### config.mk
export PLATFORM = sky130hd
export DESIGN_NAME = range_scan_sector_averager_unit
export DESIGN_NICKNAME = d
export VERILOG_FILES = /design/src/hw/rtl/rssa_pkg.sv /design/src/hw/rtl/rssa_divider.sv /design/src/hw/rtl/range_scan_sector_averager_unit.sv
export SDC_FILE = /design/constraint.sdc
export NUM_CORES = 1
export LEC_CHECK = 0
export BUFFER_PORTS_ARGS = -buffer_cell sky130_fd_sc_hd__buf_4
export CAP_MARGIN = 5
export CORE_MARGIN = 2
export CORE_UTILIZATION = 38
export DETAILED_ROUTE_END_ITERATION = 12
export GPL_TIMING_DRIVEN = 0
export PLACE_DENSITY = 0.66
export SYNTH_ARGS = -nofsm -noshare
export SYNTH_HDL_FRONTEND = slang
export SYNTH_SLANG_ARGS = --single-unit
### constraint.sdc
create_clock -name clock -period 11.95 [get_ports clock]
set_clock_uncertainty 0.2 [all_clocks]
set_input_delay 3.585 -clock clock [delete_from_list [all_inputs] [get_ports clock]]
set_output_delay 3.585 -clock clock [all_outputs]
set_load 0.02 [all_outputs]
### src/hw/rtl/rssa_pkg.sv
// Shared constants and types of the range scan sector averager.
`default_nettype none

package rssa_pkg;

   // Default geometry of one scan.
   localparam int DEF_SECTORS            = 36;
   localparam int DEF_SAMPLES_PER_SECTOR = 21;
   localparam int DEF_LEADING_SKIP       = 6;

   // Field and state widths.
   localparam int RANGE_W   = 16;
   localparam int INDEX_W   = 6;
   localparam int SUM_W     = 21;
   localparam int COUNT_W   = 5;
   localparam int POS_W     = 10;
   localparam int POS_LIMIT = 1023;
   localparam int CSR_IDX_W = 2;
   localparam int CSR_DATA_W = 16;

   // Register reset values.
   localparam logic [RANGE_W-1:0] RST_OBSTACLE  = 16'd1000;
   localparam logic [RANGE_W-1:0] RST_EMERGENCY = 16'd500;
   localparam logic [INDEX_W-1:0] RST_FRONT_FIRST = 6'd9;
   localparam logic [INDEX_W-1:0] RST_FRONT_LAST  = 6'd26;

   // Register indexes of the configuration port.
   typedef enum logic [CSR_IDX_W-1:0] {
      CSR_OBSTACLE    = 2'd0,
      CSR_EMERGENCY   = 2'd1,
      CSR_FRONT_FIRST = 2'd2,
      CSR_FRONT_LAST  = 2'd3
   } csr_index_type;

   // Status of the serial divider.
   typedef struct packed {
      logic busy;
      logic done;
   } div_status_type;

endpackage

`default_nettype wire

### src/hw/rtl/rssa_divider.sv
// Bit-serial restoring divider: one quotient bit per cycle.
`default_nettype none

module rssa_divider #(
   parameter int DIVIDEND_W = rssa_pkg::SUM_W,
   parameter int DIVISOR_W  = rssa_pkg::COUNT_W
) (
   input  wire logic                        clock,
   input  wire logic                        reset,
   input  wire logic                        start,
   input  wire logic [DIVIDEND_W-1:0]       dividend,
   input  wire logic [DIVISOR_W-1:0]        divisor,
   output rssa_pkg::div_status_type         status,
   output logic      [DIVIDEND_W-1:0]       quotient
);

   localparam int CNT_W = (DIVIDEND_W > 1) ? $clog2(DIVIDEND_W) : 1;
   localparam logic [CNT_W-1:0] CNT_LAST = CNT_W'(DIVIDEND_W - 1);

   logic                  busy_ff, busy_in;
   logic                  done_ff, done_in;
   logic [CNT_W-1:0]      cnt_ff, cnt_in;
   logic [DIVIDEND_W-1:0] quo_ff, quo_in;
   logic [DIVISOR_W-1:0]  rem_ff, rem_in;
   logic [DIVISOR_W-1:0]  div_ff, div_in;
   logic [DIVISOR_W:0]    shifted;
   logic                  ge;

   always_comb begin
      shifted = {rem_ff, quo_ff[DIVIDEND_W-1]};
      ge      = (shifted >= {1'b0, div_ff});
      busy_in = busy_ff;
      done_in = 1'b0;
      cnt_in  = cnt_ff;
      quo_in  = quo_ff;
      rem_in  = rem_ff;
      div_in  = div_ff;
      if (start) begin
         busy_in = 1'b1;
         cnt_in  = '0;
         quo_in  = dividend;
         rem_in  = '0;
         div_in  = divisor;
      end else if (busy_ff) begin
         // shift in the next dividend bit, subtract when it fits
         rem_in = ge ? DIVISOR_W'(shifted - {1'b0, div_ff}) : shifted[DIVISOR_W-1:0];
         quo_in = {quo_ff[DIVIDEND_W-2:0], ge};
         cnt_in = cnt_ff + 1'b1;
         if (cnt_ff == CNT_LAST) begin
            busy_in = 1'b0;
            done_in = 1'b1;
         end
      end
   end

   always_ff @(posedge clock) begin
      if (reset) begin
         busy_ff <= 1'b0;
         done_ff <= 1'b0;
         cnt_ff  <= '0;
      end else begin
         busy_ff <= busy_in;
         done_ff <= done_in;
         cnt_ff  <= cnt_in;
      end
      quo_ff <= quo_in;
      rem_ff <= rem_in;
      div_ff <= div_in;
   end

   assign status.busy = busy_ff;
   assign status.done = done_ff;
   assign quotient    = quo_ff;

endmodule

`default_nettype wire

### src/hw/rtl/range_scan_sector_averager_unit.sv
// A sector-closing request gives its response after the 21 bit-serial divider steps,
// the divide state that picks up the quotient, and the finish state.
// Throughput: one request per cycle inside a sector; a closing request holds the input
// off until the divide and finish states are through; an untaken response extends this.
// Reset (synchronous, active high) clears scan position, sums, flags and the response
// valid, and loads the registers with their default values.
`default_nettype none

module range_scan_sector_averager_unit #(
   parameter int SECTORS            = rssa_pkg::DEF_SECTORS,
   parameter int SAMPLES_PER_SECTOR = rssa_pkg::DEF_SAMPLES_PER_SECTOR,
   parameter int LEADING_SKIP       = rssa_pkg::DEF_LEADING_SKIP
) (
   input  wire logic                            clock,
   input  wire logic                            reset,
   // request channel
   input  wire logic                            req_tvalid,
   output logic                                 req_tready,
   input  wire logic [rssa_pkg::RANGE_W-1:0]    req_tdata,   // [15:0] range_mm
   input  wire logic                            req_tuser,   // [0] scan_start
   // response channel
   output logic                                 rsp_tvalid,
   input  wire logic                            rsp_tready,
   output logic [23:0]                          rsp_tdata,   // [5:0] sector_index,
                                                             // [21:6] sector_mean, rest 0
   output logic                                 rsp_tlast,   // scan_done
   output logic [1:0]                           rsp_tuser,   // [0] path_blocked,
                                                             // [1] emergency
   // configuration port
   input  wire logic                            csr_we,
   input  wire logic [rssa_pkg::CSR_IDX_W-1:0]  csr_index,
   input  wire logic [rssa_pkg::CSR_DATA_W-1:0] csr_wdata
);

   localparam int RANGE_W = rssa_pkg::RANGE_W;
   localparam int INDEX_W = rssa_pkg::INDEX_W;
   localparam int SUM_W   = rssa_pkg::SUM_W;
   localparam int COUNT_W = rssa_pkg::COUNT_W;
   localparam int POS_W   = rssa_pkg::POS_W;

   localparam int SCAN_END = LEADING_SKIP + SECTORS * SAMPLES_PER_SECTOR;
   localparam int STOP_INT = (SCAN_END < rssa_pkg::POS_LIMIT) ? SCAN_END : rssa_pkg::POS_LIMIT;
   localparam logic [POS_W-1:0] STOP_POS = POS_W'(STOP_INT);
   localparam logic [POS_W:0]   SKIP_POS = (POS_W + 1)'(LEADING_SKIP);
   localparam int OFF_W = (SAMPLES_PER_SECTOR > 2) ? $clog2(SAMPLES_PER_SECTOR) : 1;
   localparam logic [OFF_W-1:0]   OFF_LAST = OFF_W'(SAMPLES_PER_SECTOR - 1);
   localparam logic [INDEX_W-1:0] IDX_LAST = INDEX_W'(SECTORS - 1);

   typedef enum logic [1:0] {
      ST_IDLE,
      ST_DIVIDE,
      ST_FINISH
   } state_type;

   // registers
   state_type            state_ff, state_in;
   logic [RANGE_W-1:0]   obstacle_ff, obstacle_in;
   logic [RANGE_W-1:0]   emergency_ff, emergency_in;
   logic [INDEX_W-1:0]   front_first_ff, front_first_in;
   logic [INDEX_W-1:0]   front_last_ff, front_last_in;
   logic [POS_W-1:0]     pos_ff, pos_in;
   logic [OFF_W-1:0]     off_ff, off_in;
   logic [INDEX_W-1:0]   idx_ff, idx_in;
   logic [SUM_W-1:0]     sum_ff, sum_in;
   logic [COUNT_W-1:0]   cnt_ff, cnt_in;
   logic                 blocked_ff, blocked_in;
   logic                 emerg_ff, emerg_in;
   logic [INDEX_W-1:0]   held_idx_ff, held_idx_in;
   logic                 few_ff, few_in;
   logic                 rsp_valid_ff, rsp_valid_in;
   logic [23:0]          rsp_data_ff, rsp_data_in;
   logic                 rsp_last_ff, rsp_last_in;
   logic [1:0]           rsp_user_ff, rsp_user_in;

   // request side
   logic                 req_fire;
   logic                 start;
   logic [RANGE_W-1:0]   range_mm;
   logic [POS_W-1:0]     p;
   logic [OFF_W-1:0]     off_cur;
   logic [INDEX_W-1:0]   idx_cur;
   logic [SUM_W-1:0]     sum_cur, sum_eff;
   logic [COUNT_W-1:0]   cnt_cur, cnt_eff;
   logic                 active, counted, qualify, sector_end;

   // divider and finish
   logic                     div_start;
   rssa_pkg::div_status_type div_status;
   logic [SUM_W-1:0]         quotient;
   logic [RANGE_W-1:0]       mean;
   logic                     front, blocked_new, emerg_new, done;
   logic                     slot_free;

   rssa_divider #(
      .DIVIDEND_W (SUM_W),
      .DIVISOR_W  (COUNT_W)
   ) u_divider (
      .clock    (clock),
      .reset    (reset),
      .start    (div_start),
      .dividend (sum_eff),
      .divisor  (cnt_eff),
      .status   (div_status),
      .quotient (quotient)
   );

   assign req_tready = (state_ff == ST_IDLE);
   assign req_fire   = req_tvalid && req_tready;
   assign start      = req_tuser;
   assign range_mm   = req_tdata;

   // scan start clears the scan state before the sample is taken
   always_comb begin
      p        = start ? '0 : pos_ff;
      off_cur  = start ? '0 : off_ff;
      idx_cur  = start ? '0 : idx_ff;
      sum_cur  = start ? '0 : sum_ff;
      cnt_cur  = start ? '0 : cnt_ff;
      active   = (p < STOP_POS);
      counted  = active && ({1'b0, p} >= SKIP_POS);
      qualify  = (range_mm != '0) && (range_mm < obstacle_ff);
      sum_eff  = qualify ? SUM_W'(sum_cur + SUM_W'(range_mm)) : sum_cur;
      cnt_eff  = qualify ? COUNT_W'(cnt_cur + 1'b1) : cnt_cur;
      sector_end = counted && (off_cur == OFF_LAST);
   end

   // finish: mean, front window check, sticky flags
   always_comb begin
      mean        = few_ff ? '0 : quotient[RANGE_W-1:0];
      front       = (held_idx_ff >= front_first_ff) && (held_idx_ff <= front_last_ff)
                    && (mean != '0);
      blocked_new = blocked_ff || (front && (mean < obstacle_ff));
      emerg_new   = emerg_ff || (front && (mean < emergency_ff));
      done        = (held_idx_ff == IDX_LAST);
      slot_free   = !rsp_valid_ff || rsp_tready;
   end

   always_comb begin
      state_in       = state_ff;
      obstacle_in    = obstacle_ff;
      emergency_in   = emergency_ff;
      front_first_in = front_first_ff;
      front_last_in  = front_last_ff;
      pos_in         = pos_ff;
      off_in         = off_ff;
      idx_in         = idx_ff;
      sum_in         = sum_ff;
      cnt_in         = cnt_ff;
      blocked_in     = blocked_ff;
      emerg_in       = emerg_ff;
      held_idx_in    = held_idx_ff;
      few_in         = few_ff;
      rsp_valid_in   = rsp_valid_ff;
      rsp_data_in    = rsp_data_ff;
      rsp_last_in    = rsp_last_ff;
      rsp_user_in    = rsp_user_ff;
      div_start      = 1'b0;

      if (csr_we) begin
         case (rssa_pkg::csr_index_type'(csr_index))
            rssa_pkg::CSR_OBSTACLE:    obstacle_in    = csr_wdata[RANGE_W-1:0];
            rssa_pkg::CSR_EMERGENCY:   emergency_in   = csr_wdata[RANGE_W-1:0];
            rssa_pkg::CSR_FRONT_FIRST: front_first_in = csr_wdata[INDEX_W-1:0];
            rssa_pkg::CSR_FRONT_LAST:  front_last_in  = csr_wdata[INDEX_W-1:0];
            default: ;
         endcase
      end

      // drop the response once taken
      if (rsp_valid_ff && rsp_tready) begin
         rsp_valid_in = 1'b0;
      end

      case (state_ff)
         ST_IDLE: begin
            if (req_fire) begin
               if (start) begin
                  pos_in     = '0;
                  off_in     = '0;
                  idx_in     = '0;
                  sum_in     = '0;
                  cnt_in     = '0;
                  blocked_in = 1'b0;
                  emerg_in   = 1'b0;
               end
               if (active) begin
                  pos_in = POS_W'(p + 1'b1);
               end
               if (counted) begin
                  if (sector_end) begin
                     // close the sector: hand sum and count to the divider
                     div_start   = 1'b1;
                     held_idx_in = idx_cur;
                     few_in      = (cnt_eff < COUNT_W'(2));
                     sum_in      = '0;
                     cnt_in      = '0;
                     off_in      = '0;
                     idx_in      = INDEX_W'(idx_cur + 1'b1);
                     state_in    = ST_DIVIDE;
                  end else begin
                     sum_in = sum_eff;
                     cnt_in = cnt_eff;
                     off_in = OFF_W'(off_cur + 1'b1);
                  end
               end
            end
         end
         ST_DIVIDE: begin
            if (div_status.done) begin
               state_in = ST_FINISH;
            end
         end
         ST_FINISH: begin
            // hold until the output register is free
            if (slot_free) begin
               blocked_in   = blocked_new;
               emerg_in     = emerg_new;
               rsp_valid_in = 1'b1;
               rsp_data_in  = {2'b00, mean, held_idx_ff};
               rsp_last_in  = done;
               rsp_user_in  = {done && emerg_new, done && blocked_new};
               state_in     = ST_IDLE;
            end
         end
         default: begin
            state_in = ST_IDLE;
         end
      endcase
   end

   always_ff @(posedge clock) begin
      if (reset) begin
         state_ff       <= ST_IDLE;
         obstacle_ff    <= rssa_pkg::RST_OBSTACLE;
         emergency_ff   <= rssa_pkg::RST_EMERGENCY;
         front_first_ff <= rssa_pkg::RST_FRONT_FIRST;
         front_last_ff  <= rssa_pkg::RST_FRONT_LAST;
         pos_ff         <= '0;
         off_ff         <= '0;
         idx_ff         <= '0;
         sum_ff         <= '0;
         cnt_ff         <= '0;
         blocked_ff     <= 1'b0;
         emerg_ff       <= 1'b0;
         rsp_valid_ff   <= 1'b0;
      end else begin
         state_ff       <= state_in;
         obstacle_ff    <= obstacle_in;
         emergency_ff   <= emergency_in;
         front_first_ff <= front_first_in;
         front_last_ff  <= front_last_in;
         pos_ff         <= pos_in;
         off_ff         <= off_in;
         idx_ff         <= idx_in;
         sum_ff         <= sum_in;
         cnt_ff         <= cnt_in;
         blocked_ff     <= blocked_in;
         emerg_ff       <= emerg_in;
         rsp_valid_ff   <= rsp_valid_in;
      end
      held_idx_ff <= held_idx_in;
      few_ff      <= few_in;
      rsp_data_ff <= rsp_data_in;
      rsp_last_ff <= rsp_last_in;
      rsp_user_ff <= rsp_user_in;
   end

   assign rsp_tvalid = rsp_valid_ff;
   assign rsp_tdata  = rsp_data_ff;
   assign rsp_tlast  = rsp_last_ff;
   assign rsp_tuser  = rsp_user_ff;

   // no request may enter while the divider works on a sector
   a_no_req_while_dividing: assert property (@(posedge clock) disable iff (reset)
      div_status.busy |-> !req_tready)
      else $error("request accepted while divider busy");

   // divider completion only arrives while waiting for it
   a_done_in_divide: assert property (@(posedge clock) disable iff (reset)
      div_status.done |-> (state_ff == ST_DIVIDE))
      else $error("divider done outside divide state");

   // end of scan comes only with the last sector
   a_last_sector: assert property (@(posedge clock) disable iff (reset)
      rsp_tvalid && rsp_tlast |-> (rsp_tdata[INDEX_W-1:0] == IDX_LAST))
      else $error("scan done on a sector other than the last");

   // path and emergency flags stay low outside end of scan
   a_flags_at_done: assert property (@(posedge clock) disable iff (reset)
      rsp_tvalid && !rsp_tlast |-> (rsp_tuser == 2'b00))
      else $error("status flags set before end of scan");

endmodule

`default_nettype wire

==> results of run 1 <==
-- per-stage QoR --
stage	setup WS, ns	cell area (um2)
global placement	4.01	10600
global route	4.07	11200
floorplan	5.00	9660
finish	4.31	11200
detailed placement	3.99	10600
CTS	4.42	11200
-- area by class of cell --
| class | count | area [um2] |
|---|---|---|
| Buffer | 48 | 221 |
| Sequential cell | 166 | 3900 |
| Tap cell | 330 | 413 |
| Timing Repair Buffer | 66 | 495 |
| Clock buffer | 21 | 460 |
| Clock inverter | 11 | 136 |
| Inverter | 68 | 255 |
| Fill cell | 2423 | 13900 |
| Multi-Input combinational cell | 803 | 5280 |
-- tightest hold or removal path, stage by stage (launching register included) --
cell and delay, ns:
sky130_fd_sc_hd__dfxtp_1 0.31, sky130_fd_sc_hd__nand2_1 0.05, sky130_fd_sc_hd__a21oi_1 0.05
-- worst max-delay path by stage --
| stage | start | to | slack (ns) | depth (start not counted) |
|---|---|---|---|---|
| after floorplan | req_tuser | u_divider.quotient[18] | 5.00 | 15 |
| after global placement | req_tuser | u_divider.quotient[16] | 4.01 | 16 |
| after detailed placement | req_tuser | u_divider.quotient[16] | 3.99 | 16 |
| after CTS | req_tuser | u_divider.quotient[16] | 4.42 | 16 |
| after global routing | req_tuser | u_divider.quotient[16] | 4.07 | 16 |
| final | req_tuser | u_divider.quotient[16] | 4.31 | 16 |
-- sequential cells by signal, summed over array words and instances, names as in the netlist, 5 cells and up --
name	flops
cnt_ff	5
emergency_ff	16
front_first_ff	6
front_last_ff	6
held_idx_ff	6
idx_ff	6
obstacle_ff	16
off_ff	5
pos_ff	10
rsp_tdata	22
sum_ff	21
u_divider.cnt_ff	5
u_divider.div_ff	5
u_divider.quotient	21
u_divider.rem_ff	5
-- metal layers --
| layer | wire length, um | up-vias |
|---|---|---|
| li1 | - | 4012 |
| met1 | 12100 | 3816 |
| met2 | 11900 | 234 |
| met3 | 1450 | 41 |
| met4 | 731 | 0 |
| met5 | 0 | - |
-- power by group through the flow --
stage,sequential [mW],combinational [mW],clock [mW]
2_1_floorplan,0.606,0.0836,0
6_report,0.595,0.130,0.562
5_1_grt,0.596,0.144,0.593
3_3_place_gp,0.608,0.127,0
4_1_cts,0.595,0.130,0.570
3_5_place_dp,0.608,0.129,0
-- cell families after synthesis --
| family | count (synthesis) | synth area share |
|---|---|---|
| compound gates | 264 | 0.183 |
| fa+ha+maj | 84 | 0.110 |
| buf+inv | 116 | 0.0493 |
| xor+xnor | 39 | 0.0354 |
| flops | 166 | 0.404 |
| mux | 18 | 0.0189 |
| simple gates | 396 | 0.198 |
| other cells | 1 | 0.000388 |
-- synthesized netlist by cell type (all sizes together) (4+ instances only) --
cell type,number,area (um2)
nand2b,10,62.6
o21ai,53,280
nor4,15,109
nand2,136,510
a2111oi,5,50.0
o21a,9,67.6
o211ai,9,67.6
buf,19,113
and2,4,25.0
a211o,17,149
dfxtp,108,2160
a21oi,85,437
nor3,18,106
a31oi,11,83.8
nor2,101,379
xor2,13,114
edfxtp,58,1740
a22o,4,35.0
clkbuf,29,109
or2,4,25.0
nand3,13,65.1
a311oi,5,43.8
a22oi,7,57.6
a211oi,16,148
nor2b,53,332
ha,81,1010
xnor2,26,228
inv,68,255
a21o,18,135
o21bai,5,37.5
mux2i,16,160
and3,10,62.6
nand4,13,81.3
==> results.md, run 1 <==
* Post-synthesis instance total at 1084
* Number of placed I/O pins at 69
* Most frequent standard cell in the layout excluding fill and tap cells: sky130_fd_sc_hd__nand2_1
* Post-layout nets at 1293
* Fraction of final layout cells sized beyond drive strength 1 at 0.114
* Post-synthesis instance area at approximately 0.0097 mm2
* Post-route worst hold slack at 0.258 ns
* Worst reg2reg path endpoint: u_divider.quotient[2]
* Global-route wire length before repair at ~41000 um
* Clock transition at the registers of the reported paths at 0.06 ns
* Seq pwr share at 0.462
* Critical path's largest stage delay at 0.58 ns
* Top delay family on crit path: buffers and inverters
* Layout Utilization at 0.446
* Max-slew violations at 0
* Power density normalized to cell area at around 120 mW/mm2
* Number of DRC markers in iteration 0 at roughly 660
* Post-Layout Cell Count at about 1500
* Length in cells of the worst reg-to-reg path at 7
* Net switching share of the total power at 0.252
* TritonCTS clock tree: done
* Slack of the worst reg-to-reg path at 8.21 ns
* Floorplan die width at 163 um
* Global-route usage over all layers at 0.200
* Critical Path Start Type: primary input
* Share of synthesized area occupied by flip-flops and latches at 0.404
* Die extent in y at 163 um
* Vias in the first global route at 7466
* Largest net degree at the start of global routing at 26
* Final wirelength at 26200 um
* Global routing usage on met1 at 0.272
* List of cells traversed by the critical path: buf_4 -> buf_2 -> clkbuf_1 -> buf_1 -> nor2b_1 -> ha_1 -> inv_1 -> fa_1 -> and2b_1 -> o31a_2 -> o21ai_2 -> o21bai_1 -> o211ai_1 -> a211oi_1 -> xor2_1 -> o21ai_0
* Number of vias in the routed layout at 8103
* Worst hold path type: flop to flop
* Number of setup buffers added after CTS at 0
* Status: finished, final reports clean
* Number of clock sinks at 166
* RSZ-0062 raised after global routing: no
* Antenna-violating nets left at 0
* Worst path arrival time at 7.60 ns
* Number of warning messages in the yosys log at 0
* Commonest cells after routing, fill and taps aside: sky130_fd_sc_hd__nand2_1, sky130_fd_sc_hd__dfxtp_1, sky130_fd_sc_hd__nor2_1
* CTS Buffer Depth at 2
* Gate power share at 0.101
* Critical path capture point type: flop
* HPWL reported at the end of detailed placement at 20300 um
* Global routing met3 resource utilization at 0.0305
* Most used DFF post-synth: sky130_fd_sc_hd__dfxtp_1
* Instance count along the most critical hold path at 2
* FF-to-FF Start: state_ff[0]
* Max-slew headroom at 0.347
* Post-synth EDFFs at 58
* Input/output buffers at 66
* Max FO, Critical Path at 10
* Total chip power at between 1 and 1.5 mW
* Cell variety after synth at 79
* Standard cell core area at about 0.025 mm2
* Hold violation count in the final report at 0
* Min-delay src: obstacle_ff[1]
* WL per Instance at 17.3 um
* Die footprint at 0.0267 mm2
* Number of buffers created by CTS at 17
* Final setup vio count at 0
* Crit Path Class: primary input to flop
* Post_cts resized at 0
* Number of antenna repair diodes at 0
* Area delta synth->final at 15.6%
* Slew @ Worst Pin at between 0.9 and 1 ns
* Worst IR Drop VDD at roughly 0.00010 V
* CTS HTree Levels at 4
* Number of antenna violations at the first check in global routing at 0
* Final sum of negative setup slack at 0 ns
* Final critical-path share of the clock period at 0.639
* Critical Path RT at approximately 12 ns
* Layer carrying the most global-route usage: met2
* Cell count after placement at between 1000 and 1500
* Async set-reset flop share out of synthesis at 0
* # DRC at 0
* Net load switching power at 0.325 mW
* Residual overflow from global routing at 0
* Clock network fraction of total power at 0.437
* Average cell area after synthesis at 8.91 um2
* GRT met2 Usage at 0.320
* Number of maximum-capacitance constraint violations at 0
* Number of synthesized register bits at 166
* Hold buffers post-CTS at 0
* Post-route minimum period at 7.64 ns
* Buffer cell driving the clock tree root: sky130_fd_sc_hd__clkbuf_16
* Maximum clock frequency at 131 MHz
* Cell row count at between 50 and 60
* Leak at between 4 and 5 nW
* Worst-skew pair later-pin latency at roughly 0.43 ns
* P_int at 0.963 mW
* First-pass detailed-route iteration total at 5
* Hold Path End: obstacle_ff[1]
* Buffers and inverters on the worst path at 5
* Weighted congestion at the end of routability-driven global placement at 0.934
* Slowest stage cell on the critical path: sky130_fd_sc_hd__buf_1
* Vias per Instance at 5.36
* Initial standard-cell utilization of the core at 0.386
(Power assumes the default switching activity.)
==> inputs of run 2 (changes only) <==
--- a/config.mk
+++ b/config.mk
@@ -11,7 +11,7 @@
 export CORE_UTILIZATION = 38
 export DETAILED_ROUTE_END_ITERATION = 12
 export GPL_TIMING_DRIVEN = 0
-export PLACE_DENSITY = 0.66
+export PLACE_DENSITY = 0.68
 export SYNTH_ARGS = -nofsm -noshare
 export SYNTH_HDL_FRONTEND = slang
 export SYNTH_SLANG_ARGS = --single-unit
==> constraint.sdc (replaced) <==
create_clock -name clock -period 6.17 [get_ports clock]
set_clock_uncertainty 0.2 [all_clocks]
set_input_delay 1.851 -clock clock [delete_from_list [all_inputs] [get_ports clock]]
set_output_delay 1.851 -clock clock [all_outputs]
set_load 0.02 [all_outputs]
==> run 2 against run 1 <==
  * Via count is 0.57% higher
  * Largest power group unchanged
  * Clock power rose by 100%
  * Clock-buffer cell count shrank 2
  * Sequential power rose by 93%
  * Worst hold slack hardly changed
==> results.md, run 2 (synthesis gave the netlist of run 1 again) <==
* CTS Buffer Depth at 2 (unchanged)
* Final sum of negative setup slack at 0 ns (unchanged)
* Critical path's largest stage delay at 0.62 ns (+0.04 ns)
* Standard cell core area at 0.0250 mm2 (unchanged)
* Number of fill cells in the layout at 2441 (+0.74%)
* TritonCTS clock tree: done
* Length in cells of the worst reg-to-reg path at 7 (unchanged)
* Post-layout nets at 1293 (unchanged)
* WL per Instance at 17.2 um (-0.59%)
* Fraction of final layout cells sized beyond drive strength 1 at 0.114 (unchanged)
* Number of setup buffers added after CTS at 0 (unchanged)
* Crit Path Class: primary input to flop
* Max-slew violations at 0 (unchanged)
* First-pass detailed-route iteration total at 5 (unchanged)
* Vias per Instance at 5.39 (+0.57%)
* # DRC at 0 (unchanged)
* Critical Path RT at 6.14 ns (-5.78 ns)
* Instance count along the most critical hold path at 2 (unchanged)
* Number of clock sinks at 166 (unchanged)
* Hold buffers post-CTS at 0 (unchanged)
* Vias in the first global route at 7652 (+2.5%)
* Post-Layout Cell Count at 1513 (unchanged)
* Buffer cell driving the clock tree root: sky130_fd_sc_hd__clkbuf_16
* Number of antenna violations at the first check in global routing at 0 (unchanged)
* Post_cts resized at 0 (unchanged)
* Slew @ Worst Pin at 0.982 ns (+0.00316 ns)
* Slowest stage cell on the critical path: sky130_fd_sc_hd__buf_1
* Max-slew headroom at 0.340 (-0.00643)
* Maximum clock frequency at ~170 MHz
* Input/output buffers at 66 (unchanged)
* Final wirelength at 26000 um (-0.59%)
* Cell count after placement at 1481 (unchanged)
* Status: finished, final reports clean
* Post-route minimum period at 5.83 ns
* Initial standard-cell utilization of the core at 0.386 (unchanged)
* Die footprint at 0.0267 mm2 (unchanged)
* Weighted congestion at the end of routability-driven global placement at 0.931 (-0.30%)
* Die extent in y at 163 um (unchanged)
* Number of placed I/O pins at 69 (unchanged)
* Global-route wire length before repair at 41100 um (+0.49%)
* Worst-skew pair later-pin latency at 0.43 ns (about the same)
* Area delta synth->final at 15.9%
* Largest net degree at the start of global routing at 26 (unchanged)
* Commonest cells after routing, fill and taps aside: sky130_fd_sc_hd__nand2_1, sky130_fd_sc_hd__dfxtp_1, sky130_fd_sc_hd__nor2_1
* Antenna-violating nets left at 0 (unchanged)
* Number of maximum-capacitance constraint violations at 0 (unchanged)
* Floorplan die width at 163 um (unchanged)
* Max FO, Critical Path at 10 (unchanged)
* Number of DRC markers in iteration 0 at 661 (+0.46%)
* HPWL reported at the end of detailed placement at 20100 um (-0.88%)
* Critical path capture point type: flop
* Worst IR Drop VDD at 0.000188 V (+86%)
* RSZ-0062 raised after global routing: no
* Worst path arrival time at 5.80 ns (-1.80 ns)
* Critical Path Start Type: primary input
* Most frequent standard cell in the layout excluding fill and tap cells: sky130_fd_sc_hd__nand2_1
* Number of vias in the routed layout at 8149 (+0.57%)
* CTS HTree Levels at 4 (unchanged)
* List of cells traversed by the critical path: buf_4 -> buf_2 -> clkbuf_1 -> buf_1 -> nor2b_1 -> ha_1 -> inv_1 -> fa_1 -> and2b_1 -> o31a_2 -> o21ai_2 -> o21bai_1 -> o211ai_1 -> a2111oi_2 -> xnor2_1 -> o21ai_1
* Residual overflow from global routing at 0 (unchanged)
* Cell row count at 58 (unchanged)
* Leak at 4.46 nW (+0.20%)
* Flip-flop count of the largest register after layout at 22 (unchanged)
* Number of antenna repair diodes at 0 (unchanged)
* Power density normalized to cell area at 226 mW/mm2 (+96%)
* Clock transition at the registers of the reported paths at 0.07 ns (about the same)
* Final critical-path share of the clock period at 0.945
* Hold violation count in the final report at 0 (unchanged)
* Global-route usage over all layers at 0.199 (-0.000520)
* Worst hold path type: flop to flop
* Number of buffers created by CTS at 17 (unchanged)
* Final setup vio count at 0 (unchanged)
==> run 2: critical path, delay by kind of cell <==
kind | cells | cell delay, ns
AND/OR/NAND/NOR | 2 | 0.34
AO/OA/AOI/OAI | 6 | 1.36
XOR/XNOR | 1 | 0.28
adder cells (fa/ha/maj) | 2 | 0.46
buffers and inverters | 5 | 1.50
==> run 2: stage by stage <==
stage / hold WS, ns / power, mW / utilization / worst slack (ns) / area (um2)
after floorplan: 0.233 / 1.34 / - / 0.954 / 9660
after global placement: 0.240 / 1.42 / 0.422 / -0.00315 / 10600
after detailed placement: 0.246 / 1.43 / 0.422 / -0.0476 / 10600
after CTS: 0.257 / 2.54 / 0.447 / 0.399 / 11200
after global routing: 0.275 / 2.62 / 0.447 / 0.118 / 11200
final: 0.259 / 2.53 / 0.447 / 0.339 / 11200
==> run 2: final timing paths <==
path,startpoint,end,slack (ns)
hold reg to reg,emergency_ff[11],emergency_ff[11],0.26
setup reg to reg,state_ff[0],u_divider.quotient[10],2.42
setup / recovery,req_tuser,u_divider.quotient[18],0.34
hold / removal,emergency_ff[11],emergency_ff[11],0.26
==> run 2: layout make-up <==
type                    count  area (um2)  area share
clock inverters            13         186      0.0167
multi-input cells         803        5280       0.472
clock buffers              19         433      0.0387
plain buffers              48         221      0.0198
repair buffers             66         495      0.0443
flip-flops and latches    166        3900       0.349
well taps                 330         413      0.0369
inverters                  68         255      0.0228
==> run 2: report_power, final <==
part           internal [mW]  leakage [nW]  switching (mW)
logic                 0.0952          2.79           0.157
registers               1.14          1.37          0.0104
clock network          0.651         0.298           0.475
==> run 2: per-layer routing <==
| metal | GRT usage | wire length [um] | up-vias | share of wire |
|---|---|---|---|---|
| met5 | 0 | 0 | - | 0 |
| met3 | 0.0307 | 1440 | 45 | 0.056 |
| li1 | - | - | 4029 | - |
| met1 | 0.267 | 11800 | 3825 | 0.45 |
| met4 | 0.0732 | 667 | 0 | 0.026 |
| met2 | 0.324 | 12100 | 250 | 0.47 |
==> inputs of run 3 (changes only) <==
--- a/config.mk
+++ b/config.mk
@@ -5,13 +5,13 @@
 export SDC_FILE = /design/constraint.sdc
 export NUM_CORES = 1
 export LEC_CHECK = 0
+export ABC_AREA = 1
 export BUFFER_PORTS_ARGS = -buffer_cell sky130_fd_sc_hd__buf_4
-export CAP_MARGIN = 5
 export CORE_MARGIN = 2
 export CORE_UTILIZATION = 38
 export DETAILED_ROUTE_END_ITERATION = 12
 export GPL_TIMING_DRIVEN = 0
-export PLACE_DENSITY = 0.68
+export PLACE_DENSITY = 0.66
 export SYNTH_ARGS = -nofsm -noshare
 export SYNTH_HDL_FRONTEND = slang
 export SYNTH_SLANG_ARGS = --single-unit
==> constraint.sdc (replaced) <==
create_clock -name clock -period 5.4 [get_ports clock]
set_clock_uncertainty 0.2 [all_clocks]
set_input_delay 1.62 -clock clock [delete_from_list [all_inputs] [get_ports clock]]
set_output_delay 1.62 -clock clock [all_outputs]
set_load 0.02 [all_outputs]
==> run 3 against run 2 <==
  * Worst hold slack improved by 0.0035 ns
  * Utilization fell by 0.11 points
  * Power rose by 18%
  * Synthesized cell count rose by 25%
  * Sequential share of layout area fell by 1.3 points
  * Global-route usage rose by 0.082 points
  * First-iteration DRC count rose by 25%
  * Critical endpoint is now u_divider.quotient[13]
  * Largest cell class unchanged
  * Largest power group unchanged
==> results.md, run 3 <==
* Power density normalized to cell area at 257 mW/mm2 (+14%)
* Worst hold path type: flop to flop
* Number of DRC markers in iteration 0 at 829 (+25%)
* Share of synthesized area occupied by flip-flops and latches at 0.388 (-0.0163)
* Critical Path RT at 5.16 ns (-0.98 ns)
* Seq pwr share at 0.447 (-0.008)
* Hold buffers post-CTS at 0 (unchanged)
* Global-route usage over all layers at 0.200 (+0.000823)
* HPWL reported at the end of detailed placement at 21200 um (+5.3%)
* Vias in the first global route at 8578 (+12%)
* Number of setup buffers added after CTS at 0 (unchanged)
* Number of synthesized register bits at 166 (unchanged)
* Die footprint at 0.0278 mm2 (+4.1%)
* Max FO, Critical Path at 21 (+11)
* First-pass detailed-route iteration total at 5 (unchanged)
* Post-synthesis instance total at 1355 (+25%)
* Number of antenna violations at the first check in global routing at 0 (unchanged)
* Number of warning messages in the yosys log at 0 (unchanged)
* Cell count after placement at 1758 (+19%)
* Most used DFF post-synth: sky130_fd_sc_hd__dfxtp_1
* Number of antenna repair diodes at 0 (unchanged)
* RSZ-0062 raised after global routing: no
* Post-DP Area at 0.0110 mm2 (+4.1%)
* Post-layout nets at 1565 (+21%)
* P_int at 2.18 mW (+16%)
* Worst IR Drop VDD at 0.000202 V (+7.6%)
* # DRC at 0 (unchanged)
* Total chip power at 2.98 mW (+18%)
* Number of clock sinks at 166 (unchanged)
* Flip-flop count of the largest register after layout at 22 (unchanged)
* Final critical-path share of the clock period at 0.810
* Leading area contributor after synthesis: sky130_fd_sc_hd__dfxtp_1
* Largest net degree at the start of global routing at 22 (-15%)
* Clock network fraction of total power at 0.429 (-0.016)
* Status: finished, final reports clean
* Number of maximum-capacitance constraint violations at 0 (unchanged)
* Gate power share at 0.124 (+0.024)
* Critical path's largest stage delay at 0.59 ns (-0.03 ns)
* Post-route minimum period at 4.37 ns
* Cell variety after synth at 45 (-43%)
* Die extent in y at 167 um (+2.0%)
* CTS HTree Levels at 4 (unchanged)
* Async set-reset flop share out of synthesis at 0 (unchanged)
* Most area-consuming cells after synthesis: sky130_fd_sc_hd__dfxtp_1, sky130_fd_sc_hd__edfxtp_1, sky130_fd_sc_hd__ha_1, sky130_fd_sc_hd__nand2_1, sky130_fd_sc_hd__inv_1
* Number of placed I/O pins at 69 (unchanged)
* Initial standard-cell utilization of the core at 0.386 (+0.000468)
* Antenna-violating nets left at 0 (unchanged)
* WL per Instance at 15.4 um (-10%)
* Worst-skew pair later-pin latency at 0.43 ns (about the same)
* Cell with the most instances after synthesis: sky130_fd_sc_hd__nand2_1
* Post-synth EDFFs at 58 (unchanged)
* FF+latch area at 0.00390 mm2 (unchanged)
* Clock transition at the registers of the reported paths at 0.07 ns (about the same)
* Maximum clock frequency at 229 MHz
* Worst path arrival time at 4.13 ns (-1.67 ns)
* Final setup vio count at 0 (unchanged)
* Design area at 0.0116 mm2 (+3.8%)
* Residual overflow from global routing at 0 (unchanged)
* CTS Buffer Depth at 2 (unchanged)
* Buffer cell driving the clock tree root: sky130_fd_sc_hd__clkbuf_16
* Leak at 5.22 nW (+17%)
* Final sum of negative setup slack at 0 ns (unchanged)
* Floorplan die width at 167 um (+2.0%)
* Critical path capture point type: flop
* Vias per Instance at 5.17 (-4.0%)
* Cell row count at 59 (+1.7%)
* Crit Path Class: primary input to flop
* Critical Path Start Type: primary input
* Number of buffers created by CTS at 17 (unchanged)
* Hold violation count in the final report at 0 (unchanged)
* Net switching share of the total power at 0.268 (+0.0142)
* Max-slew headroom at 0.375 (+0.0348)
* Number of vias in the routed layout at 9258 (+14%)
* Most frequent cells after synthesis: sky130_fd_sc_hd__nand2_1, sky130_fd_sc_hd__inv_1, sky130_fd_sc_hd__a21oi_1
* Most frequent standard cell in the layout excluding fill and tap cells: sky130_fd_sc_hd__nand2_1
* Area delta synth->final at 15.4%
* Standard cell core area at 0.0261 mm2 (+4.1%)
* Post-synthesis instance area at 0.0101 mm2 (+4.2%)
* Post-route worst hold slack at 0.262 ns (+0.00354 ns)
* Slowest stage cell on the critical path: sky130_fd_sc_hd__nand2_1
* Max-slew violations at 0 (unchanged)
* Input/output buffers at 66 (unchanged)
* Final wirelength at 27600 um (+6.2%)
* Commonest cells after routing, fill and taps aside: sky130_fd_sc_hd__nand2_1, sky130_fd_sc_hd__inv_1, sky130_fd_sc_hd__a21oi_1
* Weighted congestion at the end of routability-driven global placement at 0.890 (-4.4%)
* List of cells traversed by the critical path: buf_4 -> inv_4 -> buf_6 -> buf_6 -> buf_2 -> nand2_1 -> ha_1 -> nand4_1 -> nor2_4 -> nand2_4 -> buf_2 -> nand2_1
* Net load switching power at 0.800 mW (+24%)
* Slew @ Worst Pin at 0.935 ns (-0.0468 ns)
* Area fraction of the dominant cell type after synthesis at 0.215 (-0.00904)
* Multi-input gate area in the final layout at 0.00514 mm2 (-2.6%)
* Number of fill cells in the layout at 2623 (+7.5%)
* Average cell area after synthesis at 7.43 um2 (-17%)
* TritonCTS clock tree: done
* Post_cts resized at 0 (unchanged)
* Fraction of final layout cells sized beyond drive strength 1 at 0.104 (-0.00965)
* Post-Layout Cell Count at 1790 (+18%)
* Global-route wire length before repair at 44600 um (+8.5%)
run 3: area by class of cell:
class                   instances  area share
multi-input cells             937       0.443
flip-flops and latches        166       0.336
inverters                     202      0.0657
repair buffers                 67      0.0439
clock buffers                  18      0.0369
well taps                     335      0.0361
plain buffers                  51      0.0225
clock inverters                14      0.0162
run 3: power groups by stage:
stage	clock [mW]	combinational, mW	sequential (mW)
final	1.28	0.370	1.33
after global routing	1.35	0.418	1.34
after CTS	1.30	0.366	1.33
after detailed placement	0	0.363	1.36
after global placement	0	0.356	1.36
after floorplan	0	0.245	1.36
run 3: stage by stage:
stage / setup WS [ns] / util
floorplan: 1.34 / -
global placement: 0.569 / 0.422
detailed placement: 0.581 / 0.422
CTS: 1.02 / 0.446
global route: 0.817 / 0.446
finish: 1.03 / 0.446
run 3: critical path, delay by kind of cell:
family,cells,cell delay (ns)
AND/OR/NAND/NOR,5,1.20
adder cells (fa/ha/maj),1,0.20
buffers and inverters,6,1.10
run 3: cell families (layout without fill, tap and decap cells):
kind of cell	Yosys count	count (layout)	synth area share
flops	166	166	0.388
simple gates	526	526	0.224
compound gates	302	302	0.160
buf+inv	253	352	0.102
xor+xnor	24	24	0.0209
other cells	1	2	0.000372
fa+ha+maj	83	83	0.105
run 3: worst paths after layout:
| check | from | end | slack, ns | cells after the start |
|---|---|---|---|---|
| max reg2reg | off_ff[0] | u_divider.quotient[13] | 2.49 | 9 |
| min reg2reg | emergency_ff[10] | emergency_ff[10] | 0.26 | 2 |
| max | req_tuser | u_divider.quotient[13] | 1.03 | 12 |
| min | emergency_ff[10] | emergency_ff[10] | 0.26 | 2 |
run 3: routing by layer:
layer / vias up / wire length [um] / track usage / part of all wire
li1: 4667 / - / - / -
met1: 4236 / 12900 / 0.274 / 0.47
met3: 50 / 1480 / 0.0271 / 0.053
met5: - / 0 / 0 / 0
met2: 305 / 12500 / 0.322 / 0.45
met4: 0 / 725 / 0.0738 / 0.026
